[src/rtl/core/csq_pkg.sv]
// csq_pkg: shared types and constants of the commissioning sequencer
// phase, event and action codes, flag and action-pair structs, queue sizing
// no dependencies
package csq_pkg;

	localparam int unsigned GEN_WIDTH_DEF = 32;
	localparam int unsigned ID_WIDTH_DEF  = 32;
	localparam int unsigned OP_WIDTH      = 5;
	localparam int unsigned ACT_WIDTH     = 4;
	localparam int unsigned FIFO_DEPTH    = 4;
	localparam int unsigned FIFO_PTR_W    = $clog2(FIFO_DEPTH);
	localparam int unsigned FIFO_CNT_W    = $clog2(FIFO_DEPTH + 1);

	typedef enum logic [3:0] {
		PH_IDLE    = 4'd0,
		PH_PREP    = 4'd1,
		PH_RADIO   = 4'd2,
		PH_START   = 4'd3,
		PH_ADV     = 4'd4,
		PH_SESSION = 4'd5,
		PH_APPLY   = 4'd6,
		PH_RETURN  = 4'd7,
		PH_RESTORE = 4'd8
	} csq_phase_t;

	typedef enum logic [OP_WIDTH-1:0] {
		OP_OPEN              = 5'd0,
		OP_IDENTITY_READY    = 5'd1,
		OP_RADIO_ACQUIRED    = 5'd2,
		OP_TRANSPORT_READY   = 5'd3,
		OP_AUTHENTICATED     = 5'd4,
		OP_TRUST_STAGED      = 5'd5,
		OP_TRUST_FAILED      = 5'd6,
		OP_CANDIDATE_RX      = 5'd7,
		OP_CANDIDATE_STAGED  = 5'd8,
		OP_WIFI_CONNECTED    = 5'd9,
		OP_ROUTE_VALIDATED   = 5'd10,
		OP_COMMITTED         = 5'd11,
		OP_COMMIT_FAILED     = 5'd12,
		OP_CTRL_TERMINAL     = 5'd13,
		OP_ROUTE_FAILED      = 5'd14,
		OP_ROLLED_BACK       = 5'd15,
		OP_WINDOW_EXPIRED    = 5'd16,
		OP_CANCEL            = 5'd17,
		OP_IDENTITY_FAILED   = 5'd18,
		OP_RADIO_FAILED      = 5'd19,
		OP_START_FAILED      = 5'd20,
		OP_TRANSPORT_LOST    = 5'd21,
		OP_TRANSPORT_STOPPED = 5'd22,
		OP_MODE_RESTORED     = 5'd23,
		OP_STATION_READY     = 5'd24
	} csq_op_t;

	typedef enum logic [ACT_WIDTH-1:0] {
		A_PUBLISH  = 4'd0,
		A_STOP     = 4'd1,
		A_ROLLBACK = 4'd2,
		A_IDENTITY = 4'd3,
		A_RADIO    = 4'd4,
		A_START    = 4'd5,
		A_STAGE    = 4'd6,
		A_VALIDATE = 4'd7,
		A_COMMIT   = 4'd8,
		A_RESTORE  = 4'd9
	} csq_action_t;

	typedef struct packed {
		logic trust;
		logic cand;
		logic route_asked;
		logic route_ok;
		logic commit_asked;
		logic committed;
		logic rollback_asked;
		logic stop_asked;
		logic restore_asked;
	} csq_flags_t;

	typedef struct packed {
		logic [1:0]  count;
		csq_action_t a0;
		csq_action_t a1;
	} csq_acts_t;

endpackage

[src/rtl/core/commissioning_sequencer_fsm.sv]
// commissioning_sequencer_fsm: top level of the commissioning sequencer
// event input register, session state, csq_decode and csq_result_fifo
// depends on csq_pkg, csq_decode, csq_result_fifo
//
//   channel | handshake             | payload
//   event   | evt_valid / evt_stall | operation, event_generation, event_candidate, ...
//   action  | act_valid / act_stall | action, out_generation, out_candidate, ..., last
//
// an event is registered at its transfer and decoded from that register; its actions
// are written into the result queue and show on the action channel one action per
// cycle while act_stall is low; the single action port sets the sustained rate
// a four-entry result queue holds actions; events stall while it has under two free
// reset clears phase, generation, candidate, flags and the queue at once
module commissioning_sequencer_fsm #(
	parameter int unsigned GEN_WIDTH = csq_pkg::GEN_WIDTH_DEF,
	parameter int unsigned ID_WIDTH  = csq_pkg::ID_WIDTH_DEF
) (
	input  logic                          clk,
	input  logic                          arst_n,
	input  logic                          evt_valid,
	output logic                          evt_stall,
	input  logic [csq_pkg::OP_WIDTH-1:0]  operation,
	input  logic [GEN_WIDTH-1:0]          event_generation,
	input  logic [ID_WIDTH-1:0]           event_candidate,
	input  logic                          event_candidate_present,
	input  logic                          advert_present,
	input  logic                          endpoints_ok,
	input  logic                          security_ok,
	output logic                          act_valid,
	input  logic                          act_stall,
	output logic [csq_pkg::ACT_WIDTH-1:0] action,
	output logic [GEN_WIDTH-1:0]          out_generation,
	output logic [ID_WIDTH-1:0]           out_candidate,
	output logic                          out_candidate_present,
	output logic                          last
);

	logic                         valid_s1;
	logic [csq_pkg::OP_WIDTH-1:0] op_s1;
	logic [GEN_WIDTH-1:0]         egen_s1;
	logic [ID_WIDTH-1:0]          ecand_s1;
	logic                         epres_s1;
	logic                         adv_s1;
	logic                         endp_s1;
	logic                         sec_s1;

	csq_pkg::csq_phase_t  phase_q;
	logic [GEN_WIDTH-1:0] gen_q;
	logic [ID_WIDTH-1:0]  cand_q;
	logic                 pres_q;
	csq_pkg::csq_flags_t  flags_q;

	csq_pkg::csq_phase_t  phase_nxt;
	logic [GEN_WIDTH-1:0] gen_nxt;
	logic [ID_WIDTH-1:0]  cand_nxt;
	logic                 pres_nxt;
	csq_pkg::csq_flags_t  flags_nxt;
	csq_pkg::csq_acts_t   acts;

	logic room2;
	logic proc;

	assign proc      = valid_s1 && room2;
	assign evt_stall = valid_s1 && !room2;

	always_ff @(posedge clk or negedge arst_n) begin
		if (!arst_n) begin
			valid_s1 <= 1'b0;
		end else if (!evt_stall) begin
			valid_s1 <= evt_valid;
		end
	end

	always_ff @(posedge clk) begin
		if (evt_valid && !evt_stall) begin
			op_s1    <= operation;
			egen_s1  <= event_generation;
			ecand_s1 <= event_candidate;
			epres_s1 <= event_candidate_present;
			adv_s1   <= advert_present;
			endp_s1  <= endpoints_ok;
			sec_s1   <= security_ok;
		end
	end

	always_ff @(posedge clk or negedge arst_n) begin
		if (!arst_n) begin
			phase_q <= csq_pkg::PH_IDLE;
			gen_q   <= '0;
			cand_q  <= '0;
			pres_q  <= 1'b0;
			flags_q <= '0;
		end else if (proc) begin
			phase_q <= phase_nxt;
			gen_q   <= gen_nxt;
			cand_q  <= cand_nxt;
			pres_q  <= pres_nxt;
			flags_q <= flags_nxt;
		end
	end

	csq_decode #(
		.GEN_WIDTH (GEN_WIDTH),
		.ID_WIDTH  (ID_WIDTH)
	) u_decode (
		.op        (op_s1),
		.egen      (egen_s1),
		.ecand     (ecand_s1),
		.epres     (epres_s1),
		.adv       (adv_s1),
		.endp      (endp_s1),
		.sec       (sec_s1),
		.phase     (phase_q),
		.gen       (gen_q),
		.cand      (cand_q),
		.pres      (pres_q),
		.flags     (flags_q),
		.phase_nxt (phase_nxt),
		.gen_nxt   (gen_nxt),
		.cand_nxt  (cand_nxt),
		.pres_nxt  (pres_nxt),
		.flags_nxt (flags_nxt),
		.acts      (acts)
	);

	// actions carry the post-event generation and candidate
	csq_result_fifo #(
		.GEN_WIDTH (GEN_WIDTH),
		.ID_WIDTH  (ID_WIDTH)
	) u_fifo (
		.clk        (clk),
		.arst_n     (arst_n),
		.push       (proc),
		.acts       (acts),
		.gen        (gen_nxt),
		.cand       (cand_nxt),
		.pres       (pres_nxt),
		.room2      (room2),
		.out_valid  (act_valid),
		.out_stall  (act_stall),
		.out_action (action),
		.out_gen    (out_generation),
		.out_cand   (out_candidate),
		.out_pres   (out_candidate_present),
		.out_last   (last)
	);

endmodule

[src/rtl/core/csq_decode.sv]
// csq_decode: next-state and action logic for one registered event
// depends on csq_pkg
module csq_decode #(
	parameter int unsigned GEN_WIDTH = csq_pkg::GEN_WIDTH_DEF,
	parameter int unsigned ID_WIDTH  = csq_pkg::ID_WIDTH_DEF
) (
	input  logic [csq_pkg::OP_WIDTH-1:0] op,
	input  logic [GEN_WIDTH-1:0]         egen,
	input  logic [ID_WIDTH-1:0]          ecand,
	input  logic                         epres,
	input  logic                         adv,
	input  logic                         endp,
	input  logic                         sec,
	input  csq_pkg::csq_phase_t          phase,
	input  logic [GEN_WIDTH-1:0]         gen,
	input  logic [ID_WIDTH-1:0]          cand,
	input  logic                         pres,
	input  csq_pkg::csq_flags_t          flags,
	output csq_pkg::csq_phase_t          phase_nxt,
	output logic [GEN_WIDTH-1:0]         gen_nxt,
	output logic [ID_WIDTH-1:0]          cand_nxt,
	output logic                         pres_nxt,
	output csq_pkg::csq_flags_t          flags_nxt,
	output csq_pkg::csq_acts_t           acts
);

	logic [GEN_WIDTH-1:0] gen_inc;
	logic                 tear;
	logic                 match;
	logic                 do_return;
	logic                 do_restore;
	logic                 do_idle;

	always_comb begin
		gen_inc = gen + GEN_WIDTH'(1);
		if (gen_inc == '0) begin
			gen_inc = GEN_WIDTH'(1);
		end
	end

	assign tear  = (phase == csq_pkg::PH_RETURN) || (phase == csq_pkg::PH_RESTORE);
	assign match = (epres == pres) && (!epres || (ecand == cand));

	always_comb begin
		phase_nxt  = phase;
		gen_nxt    = gen;
		cand_nxt   = cand;
		pres_nxt   = pres;
		flags_nxt  = flags;
		acts.count = 2'd0;
		acts.a0    = csq_pkg::A_PUBLISH;
		acts.a1    = csq_pkg::A_PUBLISH;
		do_return  = 1'b0;
		do_restore = 1'b0;
		do_idle    = 1'b0;

		if (csq_pkg::csq_op_t'(op) == csq_pkg::OP_OPEN) begin
			if (phase == csq_pkg::PH_IDLE) begin
				gen_nxt    = gen_inc;
				phase_nxt  = csq_pkg::PH_PREP;
				acts.a1    = csq_pkg::A_IDENTITY;
				acts.count = 2'd2;
			end
		end else if (egen == gen && phase != csq_pkg::PH_IDLE) begin
			unique case (csq_pkg::csq_op_t'(op)) inside
				csq_pkg::OP_IDENTITY_READY: begin
					if (phase == csq_pkg::PH_PREP) begin
						phase_nxt  = csq_pkg::PH_RADIO;
						acts.a1    = csq_pkg::A_RADIO;
						acts.count = 2'd2;
					end
				end
				csq_pkg::OP_RADIO_ACQUIRED: begin
					if (phase == csq_pkg::PH_RADIO) begin
						phase_nxt  = csq_pkg::PH_START;
						acts.a1    = csq_pkg::A_START;
						acts.count = 2'd2;
					end
				end
				csq_pkg::OP_TRANSPORT_READY: begin
					if (phase == csq_pkg::PH_START && adv && endp && sec) begin
						phase_nxt  = csq_pkg::PH_ADV;
						acts.count = 2'd1;
					end
				end
				csq_pkg::OP_AUTHENTICATED: begin
					if (phase == csq_pkg::PH_ADV) begin
						phase_nxt  = csq_pkg::PH_SESSION;
						acts.count = 2'd1;
					end
				end
				csq_pkg::OP_TRUST_STAGED: begin
					if (phase == csq_pkg::PH_SESSION) begin
						flags_nxt.trust = 1'b1;
						acts.count      = 2'd1;
					end
				end
				csq_pkg::OP_TRUST_FAILED: begin
					do_restore = (phase == csq_pkg::PH_SESSION);
				end
				csq_pkg::OP_CANDIDATE_RX: begin
					if (phase == csq_pkg::PH_SESSION && flags.trust && epres) begin
						cand_nxt   = ecand;
						pres_nxt   = 1'b1;
						phase_nxt  = csq_pkg::PH_APPLY;
						acts.a1    = csq_pkg::A_STAGE;
						acts.count = 2'd2;
					end
				end
				csq_pkg::OP_CANDIDATE_STAGED: begin
					if (phase == csq_pkg::PH_APPLY && match) begin
						flags_nxt.cand = 1'b1;
					end
				end
				csq_pkg::OP_WIFI_CONNECTED: begin
					if (phase == csq_pkg::PH_APPLY && flags.cand && !flags.route_asked
					    && match) begin
						flags_nxt.route_asked = 1'b1;
						acts.a0               = csq_pkg::A_VALIDATE;
						acts.count            = 2'd1;
					end
				end
				csq_pkg::OP_ROUTE_VALIDATED: begin
					if (phase == csq_pkg::PH_APPLY && flags.cand && !flags.commit_asked
					    && match) begin
						flags_nxt.route_ok     = 1'b1;
						flags_nxt.commit_asked = 1'b1;
						acts.a0                = csq_pkg::A_COMMIT;
						acts.count             = 2'd1;
					end
				end
				csq_pkg::OP_COMMITTED: begin
					if (phase == csq_pkg::PH_APPLY && flags.trust && flags.route_ok
					    && !flags.committed && match) begin
						flags_nxt.committed = 1'b1;
						acts.count          = 2'd1;
					end
				end
				csq_pkg::OP_COMMIT_FAILED, csq_pkg::OP_ROUTE_FAILED: begin
					do_restore = (phase == csq_pkg::PH_APPLY) && match;
				end
				csq_pkg::OP_CTRL_TERMINAL: begin
					do_return = (phase == csq_pkg::PH_APPLY) && flags.committed;
				end
				csq_pkg::OP_ROLLED_BACK: begin
					if (phase == csq_pkg::PH_RESTORE && match) begin
						flags_nxt.trust = 1'b0;
						flags_nxt.cand  = 1'b0;
						if (!flags.stop_asked) begin
							flags_nxt.stop_asked = 1'b1;
							acts.a0              = csq_pkg::A_STOP;
							acts.count           = 2'd1;
						end
					end
				end
				csq_pkg::OP_WINDOW_EXPIRED, csq_pkg::OP_CANCEL,
				csq_pkg::OP_TRANSPORT_LOST: begin
					do_return  = flags.committed;
					do_restore = !flags.committed;
				end
				csq_pkg::OP_IDENTITY_FAILED, csq_pkg::OP_RADIO_FAILED: begin
					do_idle = 1'b1;
				end
				csq_pkg::OP_START_FAILED: begin
					do_restore = 1'b1;
				end
				csq_pkg::OP_TRANSPORT_STOPPED: begin
					if (tear && !flags.restore_asked) begin
						flags_nxt.restore_asked = 1'b1;
						acts.a0                 = csq_pkg::A_RESTORE;
						acts.count              = 2'd1;
					end
				end
				csq_pkg::OP_MODE_RESTORED: begin
					do_idle = tear && !flags.committed;
				end
				csq_pkg::OP_STATION_READY: begin
					do_idle = tear && flags.committed;
				end
				default: begin
				end
			endcase
		end

		// teardown entry points and the return to idle
		if (do_return && !tear) begin
			phase_nxt  = csq_pkg::PH_RETURN;
			acts.count = 2'd1;
			if (!flags.stop_asked) begin
				flags_nxt.stop_asked = 1'b1;
				acts.a1              = csq_pkg::A_STOP;
				acts.count           = 2'd2;
			end
		end
		if (do_restore && !tear) begin
			phase_nxt  = csq_pkg::PH_RESTORE;
			acts.count = 2'd1;
			if ((flags.trust || flags.cand) && !flags.committed) begin
				if (!flags.rollback_asked) begin
					flags_nxt.rollback_asked = 1'b1;
					acts.a1                  = csq_pkg::A_ROLLBACK;
					acts.count               = 2'd2;
				end
			end else if (!flags.stop_asked) begin
				flags_nxt.stop_asked = 1'b1;
				acts.a1              = csq_pkg::A_STOP;
				acts.count           = 2'd2;
			end
		end
		if (do_idle) begin
			cand_nxt   = '0;
			pres_nxt   = 1'b0;
			flags_nxt  = '0;
			phase_nxt  = csq_pkg::PH_IDLE;
			acts.count = 2'd1;
		end
	end

endmodule

[src/rtl/core/csq_result_fifo.sv]
// csq_result_fifo: small result queue, takes up to two actions per cycle
// and presents one per cycle on the action channel while out_stall is low; depends on csq_pkg
module csq_result_fifo #(
	parameter int unsigned GEN_WIDTH = csq_pkg::GEN_WIDTH_DEF,
	parameter int unsigned ID_WIDTH  = csq_pkg::ID_WIDTH_DEF
) (
	input  logic                          clk,
	input  logic                          arst_n,
	input  logic                          push,
	input  csq_pkg::csq_acts_t            acts,
	input  logic [GEN_WIDTH-1:0]          gen,
	input  logic [ID_WIDTH-1:0]           cand,
	input  logic                          pres,
	output logic                          room2,
	output logic                          out_valid,
	input  logic                          out_stall,
	output logic [csq_pkg::ACT_WIDTH-1:0] out_action,
	output logic [GEN_WIDTH-1:0]          out_gen,
	output logic [ID_WIDTH-1:0]           out_cand,
	output logic                          out_pres,
	output logic                          out_last
);

	localparam int unsigned DEPTH = csq_pkg::FIFO_DEPTH;
	localparam int unsigned PW    = csq_pkg::FIFO_PTR_W;
	localparam int unsigned CW    = csq_pkg::FIFO_CNT_W;

	csq_pkg::csq_action_t act_mem  [DEPTH];
	logic                 last_mem [DEPTH];
	logic [GEN_WIDTH-1:0] gen_mem  [DEPTH];
	logic [ID_WIDTH-1:0]  cand_mem [DEPTH];
	logic                 pres_mem [DEPTH];

	logic [PW-1:0] wr_ptr_q;
	logic [PW-1:0] rd_ptr_q;
	logic [CW-1:0] count_q;
	logic [1:0]    n_push;
	logic          pop;
	logic [PW-1:0] wr_ptr1;

	assign n_push    = push ? acts.count : 2'd0;
	assign out_valid = (count_q != '0);
	assign pop       = out_valid && !out_stall;
	assign room2     = (count_q <= CW'(DEPTH - 2));
	assign wr_ptr1   = wr_ptr_q + PW'(1);

	always_ff @(posedge clk or negedge arst_n) begin
		if (!arst_n) begin
			wr_ptr_q <= '0;
			rd_ptr_q <= '0;
			count_q  <= '0;
		end else begin
			wr_ptr_q <= wr_ptr_q + PW'(n_push);
			rd_ptr_q <= rd_ptr_q + PW'(pop);
			count_q  <= count_q + CW'(n_push) - CW'(pop);
		end
	end

	always_ff @(posedge clk) begin
		if (n_push != 2'd0) begin
			act_mem[wr_ptr_q]  <= acts.a0;
			last_mem[wr_ptr_q] <= (n_push == 2'd1);
			gen_mem[wr_ptr_q]  <= gen;
			cand_mem[wr_ptr_q] <= cand;
			pres_mem[wr_ptr_q] <= pres;
		end
		if (n_push == 2'd2) begin
			act_mem[wr_ptr1]  <= acts.a1;
			last_mem[wr_ptr1] <= 1'b1;
			gen_mem[wr_ptr1]  <= gen;
			cand_mem[wr_ptr1] <= cand;
			pres_mem[wr_ptr1] <= pres;
		end
	end

	assign out_action = act_mem[rd_ptr_q];
	assign out_gen    = gen_mem[rd_ptr_q];
	assign out_cand   = cand_mem[rd_ptr_q];
	assign out_pres   = pres_mem[rd_ptr_q];
	assign out_last   = last_mem[rd_ptr_q];

endmodule

[config.mk]
export PLATFORM = sky130hd
export DESIGN_NAME = commissioning_sequencer_fsm
export DESIGN_NICKNAME = d
export VERILOG_FILES = /design/src/rtl/core/csq_pkg.sv /design/src/rtl/core/commissioning_sequencer_fsm.sv /design/src/rtl/core/csq_decode.sv /design/src/rtl/core/csq_result_fifo.sv
export SDC_FILE = /design/constraint.sdc
export NUM_CORES = 1
export LEC_CHECK = 0
export ABC_AREA = 1
export BUFFER_PORTS_ARGS = -buffer_cell sky130_fd_sc_hd__buf_2
export CAP_MARGIN = 20
export CORE_MARGIN = 3
export CORE_UTILIZATION = 51
export CTS_CLUSTER_DIAMETER = 200
export CTS_CLUSTER_SIZE = 12
export DETAILED_ROUTE_END_ITERATION = 12
export PLACE_DENSITY = 0.75
export SLEW_MARGIN = 20
export SYNTH_ARGS = -nofsm -noshare
export SYNTH_HDL_FRONTEND = slang
export SYNTH_HIERARCHICAL = 1
export SYNTH_SLANG_ARGS = --single-unit
[constraint.sdc]
create_clock -name clk -period 6.1 [get_ports clk]
set_clock_uncertainty 0.2 [all_clocks]
set_input_delay 0 -clock clk [delete_from_list [all_inputs] [get_ports clk]]
set_output_delay 0 -clock clk [all_outputs]
set_load 0.03 [all_outputs]
==> flow_metrics.py <==
metrics = {
    "timing": {
        "final-setup-viol-count": 0,
        "rsz0062_at_grt": "no",
        "finalCritPeriodShare": 0.726,
        "max-slew-margin-rel": 0.260,
        "setup_tns_ns": 0,
        "fmax_mhz": 226,
        "drv_slew": 0,
        "hold_violations": 0,
        "fin_ws_ns": 1.67,
        "tightestPinTransition_ns": 1.11,
        "layout_min_cycle_time_ns": 4.43,
    },
    "detailed_routing": {
        "wl_per_cell_um": 18.4,
        "viasPerCell": 5.46,
        "first_pass_iters": 5,
        "drc": 0,
        "drt_iter0_markers": 1338,
        "drtAntennaViolNets": 0,
        "num_vias": 16100,
        "routed_wirelength_um": 54100,
    },
    "finish": {
        "final_area_um2": 24400,
        "syn_to_final_growth_pct": 18.0,
        "final_common_cell": "nand2_1",
        "mostFrequentLayoutCells": "nand2_1, edfxtp_1, nor2_1, o21ai_1, inv_1",
        "antenna_cells": 0,
        "final_util": 0.612,
        "nets": 2465,
        "drive_above_1_share": 0.121,
    },
    "global_routing": {
        "antenna_found_initial": 0,
        "grt_pass1_wl_um": 85000,
        "grt_max_degree": 100,
        "grt-ovfl-total": 0,
        "grt.total_usage": 0.247,
        "grt_pass1_vias": 15800,
    },
    "floorplanning": {
        "start_util": 0.519,
        "rows": 73,
        "die_y_um": 208,
        "die_w_um": 208,
        "core_um2": 39900,
        "io_pins": 149,
        "die_area_um2": 43100,
    },
    "synth": {
        "yosys_warnings": 6,
        "async_reset_ff_frac": 0.196,
        "synth_cell_types": 52,
        "syn_nets": 2200,
        "seq_area_frac_synth": 0.614,
        "syn_area_um2": 20700,
        "ys_ff_latch": 439,
        "synth_flop_cell": "edfxtp_1",
        "syn_area_per_cell_um2": 9.78,
        "synth_edf_count": 349,
        "synth_cells": 2118,
    },
    "critical_path": {
        "cp-start-kind": "flop",
        "crit_required_ns": 6.07,
        "cp-end-kind": "flop",
        "max_stage_delay_ns": 0.82,
        "cp.arrival_ns": 4.40,
        "cp_cell_sequence": "xnor2_1, nand2_1, nor2_1, nand2_1, nor2_1, nand3_1, nand2_2, nand2_1, o21ai_1, nand2_2, nand2_1, inv_1, nand2_1, nand2_1, inv_1, nand2_1, nor2_4, nand2_2, nand2_2, buf_4",
        "crit_family": "simple AND/OR/NAND/NOR gates",
        "crit_top_cell": "nand2_1",
        "critPathBufInv": 3,
        "crit_slowest_cell": "buf_4",
        "criticalPathCategory": "flop to flop",
        "worstPathMaxFanout": 69,
    },
    "clocking": {
        "cts.path.max_buffers": 3,
        "cts_buffers": 42,
        "clk_latency_ns": 0.57,
        "htreeDepth": 2,
        "cts_tree": "yes",
        "clock-sinks": 439,
        "clk_pin_slew_ns": 0.06,
        "cts-root-buf": "clkbuf_16",
    },
    "worst_hold_path": {
        "min_path_type": "primary input to flop",
    },
    "placement": {
        "dp_slack_ns": 1.76,
        "port_buffers": 148,
        "hpwlAfterDp_um": 34000,
        "place_congestion": 0.958,
        "dpl_cell_area_um2": 21700,
    },
    "power_and_ir_drop": {
        "p_per_area_nw_per_um2": 375,
        "vdd_drop_max_mv": 0.300,
        "p_leak_nw": 9.69,
    },
    "outcome": {
        "status": "finished, final reports clean",
    },
    "run": {
        "drv_cap": 0,
    },
}
## layer usage
layer	share of wire	routed length, µm	vias to the layer above	track usage
met3	0.074	4020	116	0.0494
li1	-	-	7670	-
met1	0.43	23500	7657	0.341
met5	0	0	-	0
met4	0.035	1900	0	0.0964
met2	0.46	24700	618	0.390
## logic make-up after synthesis
kind of cell | Yosys count | share of synthesized area
simple gates | 995 | 0.206
flops | 439 | 0.614
compound gates | 353 | 0.0894
buf+inv | 258 | 0.0589
xor+xnor | 67 | 0.0283
fa+ha+maj | 5 | 0.00338
other cells | 1 | 0.000181
## through the flow
stage                     cells  hold WS (ns)  power (W)
after floorplan            2118        -0.496    0.00593
after global placement     2713        -0.173    0.00669
after detailed placement   2713        -0.166    0.00673
after CTS                  2941       0.00369    0.00919
after global routing       2941        0.0708    0.00960
final                      2941        0.0655    0.00916
## layout make-up
cell class / instances / area [µm²]
multi-input combinational: 1421 / 6830
fill: 3231 / 15500
sequential: 439 / 12700
clock inverter: 2 / 15.0
clock buffer: 75 / 1200
inverter: 162 / 613
timing repair buffer: 317 / 2410
tap: 525 / 657
## worst reg2reg max path, cell delays in order (launching register included)
cell and delay (ns):
edfxtp_1 0.41, xnor2_1 0.18, nand2_1 0.07, nor2_1 0.14
nand2_1 0.06, nor2_1 0.20, nand3_1 0.19, nand2_2 0.17
nand2_1 0.09, o21ai_1 0.31, nand2_2 0.17, nand2_1 0.11
inv_1 0.05, nand2_1 0.05, nand2_1 0.06, inv_1 0.09
nand2_1 0.14, nor2_4 0.19, nand2_2 0.17, nand2_2 0.09
buf_4 0.82
## final timing paths
check / slack, ns / endpoint / start / cells past startpoint
min in group asynchronous: 0.39 / gen_q[12] / arst_n / 4
max reg2reg: 1.67 / u_fifo/gen_mem[2][11] / ecand_s1[22] / 20
min: 0.07 / valid_s1 / evt_valid / 4
max: 1.67 / u_fifo/gen_mem[2][11] / ecand_s1[22] / 20
max in group asynchronous: 4.48 / u_fifo/rd_ptr_q[0] / arst_n / 4
min reg2reg: 0.26 / u_fifo/last_mem[0] / u_fifo/last_mem[0] / 2
## state kept, by name, indices dropped and copies added, names as in the netlist, 2 cells and up
| signal | cells |
|---|---|
| flags_q | 9 |
| cand_q | 32 |
| gen_q | 32 |
| u_fifo/cand_mem | 128 |
| ecand_s1 | 32 |
| u_fifo/wr_ptr_q | 2 |
| egen_s1 | 32 |
| op_s1 | 5 |
| u_fifo/rd_ptr_q | 2 |
| u_fifo/count_q | 3 |
| u_fifo/act_mem | 16 |
| u_fifo/last_mem | 4 |
| u_fifo/pres_mem | 4 |
| u_fifo/gen_mem | 128 |
| phase_q | 4 |
## Yosys cell counts (8+ instances only)
| master | instances | area, µm² |
|---|---|---|
| nand2_1 | 413 | 1550 |
| edfxtp_1 | 349 | 10500 |
| nor2_1 | 331 | 1240 |
| o21ai_1 | 168 | 841 |
| inv_1 | 151 | 567 |
| o21ai_0 | 128 | 641 |
| nand3_1 | 126 | 631 |
| dfrtp_1 | 86 | 2150 |
| buf_2 | 52 | 260 |
| nor3_1 | 42 | 210 |
| xor2_1 | 37 | 324 |
| a21oi_1 | 30 | 150 |
| xnor2_1 | 30 | 263 |
| nand4_1 | 21 | 131 |
| buf_6 | 19 | 214 |
| clkbuf_1 | 16 | 60.1 |
| nand2_2 | 14 | 87.6 |
| nor2_2 | 12 | 75.1 |
| o21ai_2 | 11 | 96.3 |
| inv_2 | 10 | 37.5 |
| buf_4 | 8 | 60.1 |
## what timing repair did
item | CTS | global route
endpoints found under the hold margin | 195 | 0
hold buffers | 151 | 0
setup buffers | 0 | 0
setup endpoints to repair | 0 | 0
resized for setup | 0 | 0
## report_power, final
part	total (W)	internal, W	leakage (nW)	switching (W)
registers	0.00361	0.00343	4.41	0.000182
clock network	0.00241	0.00132	0.577	0.00108
logic	0.00314	0.000826	4.70	0.00232
Power figures use the tool's default switching activity.
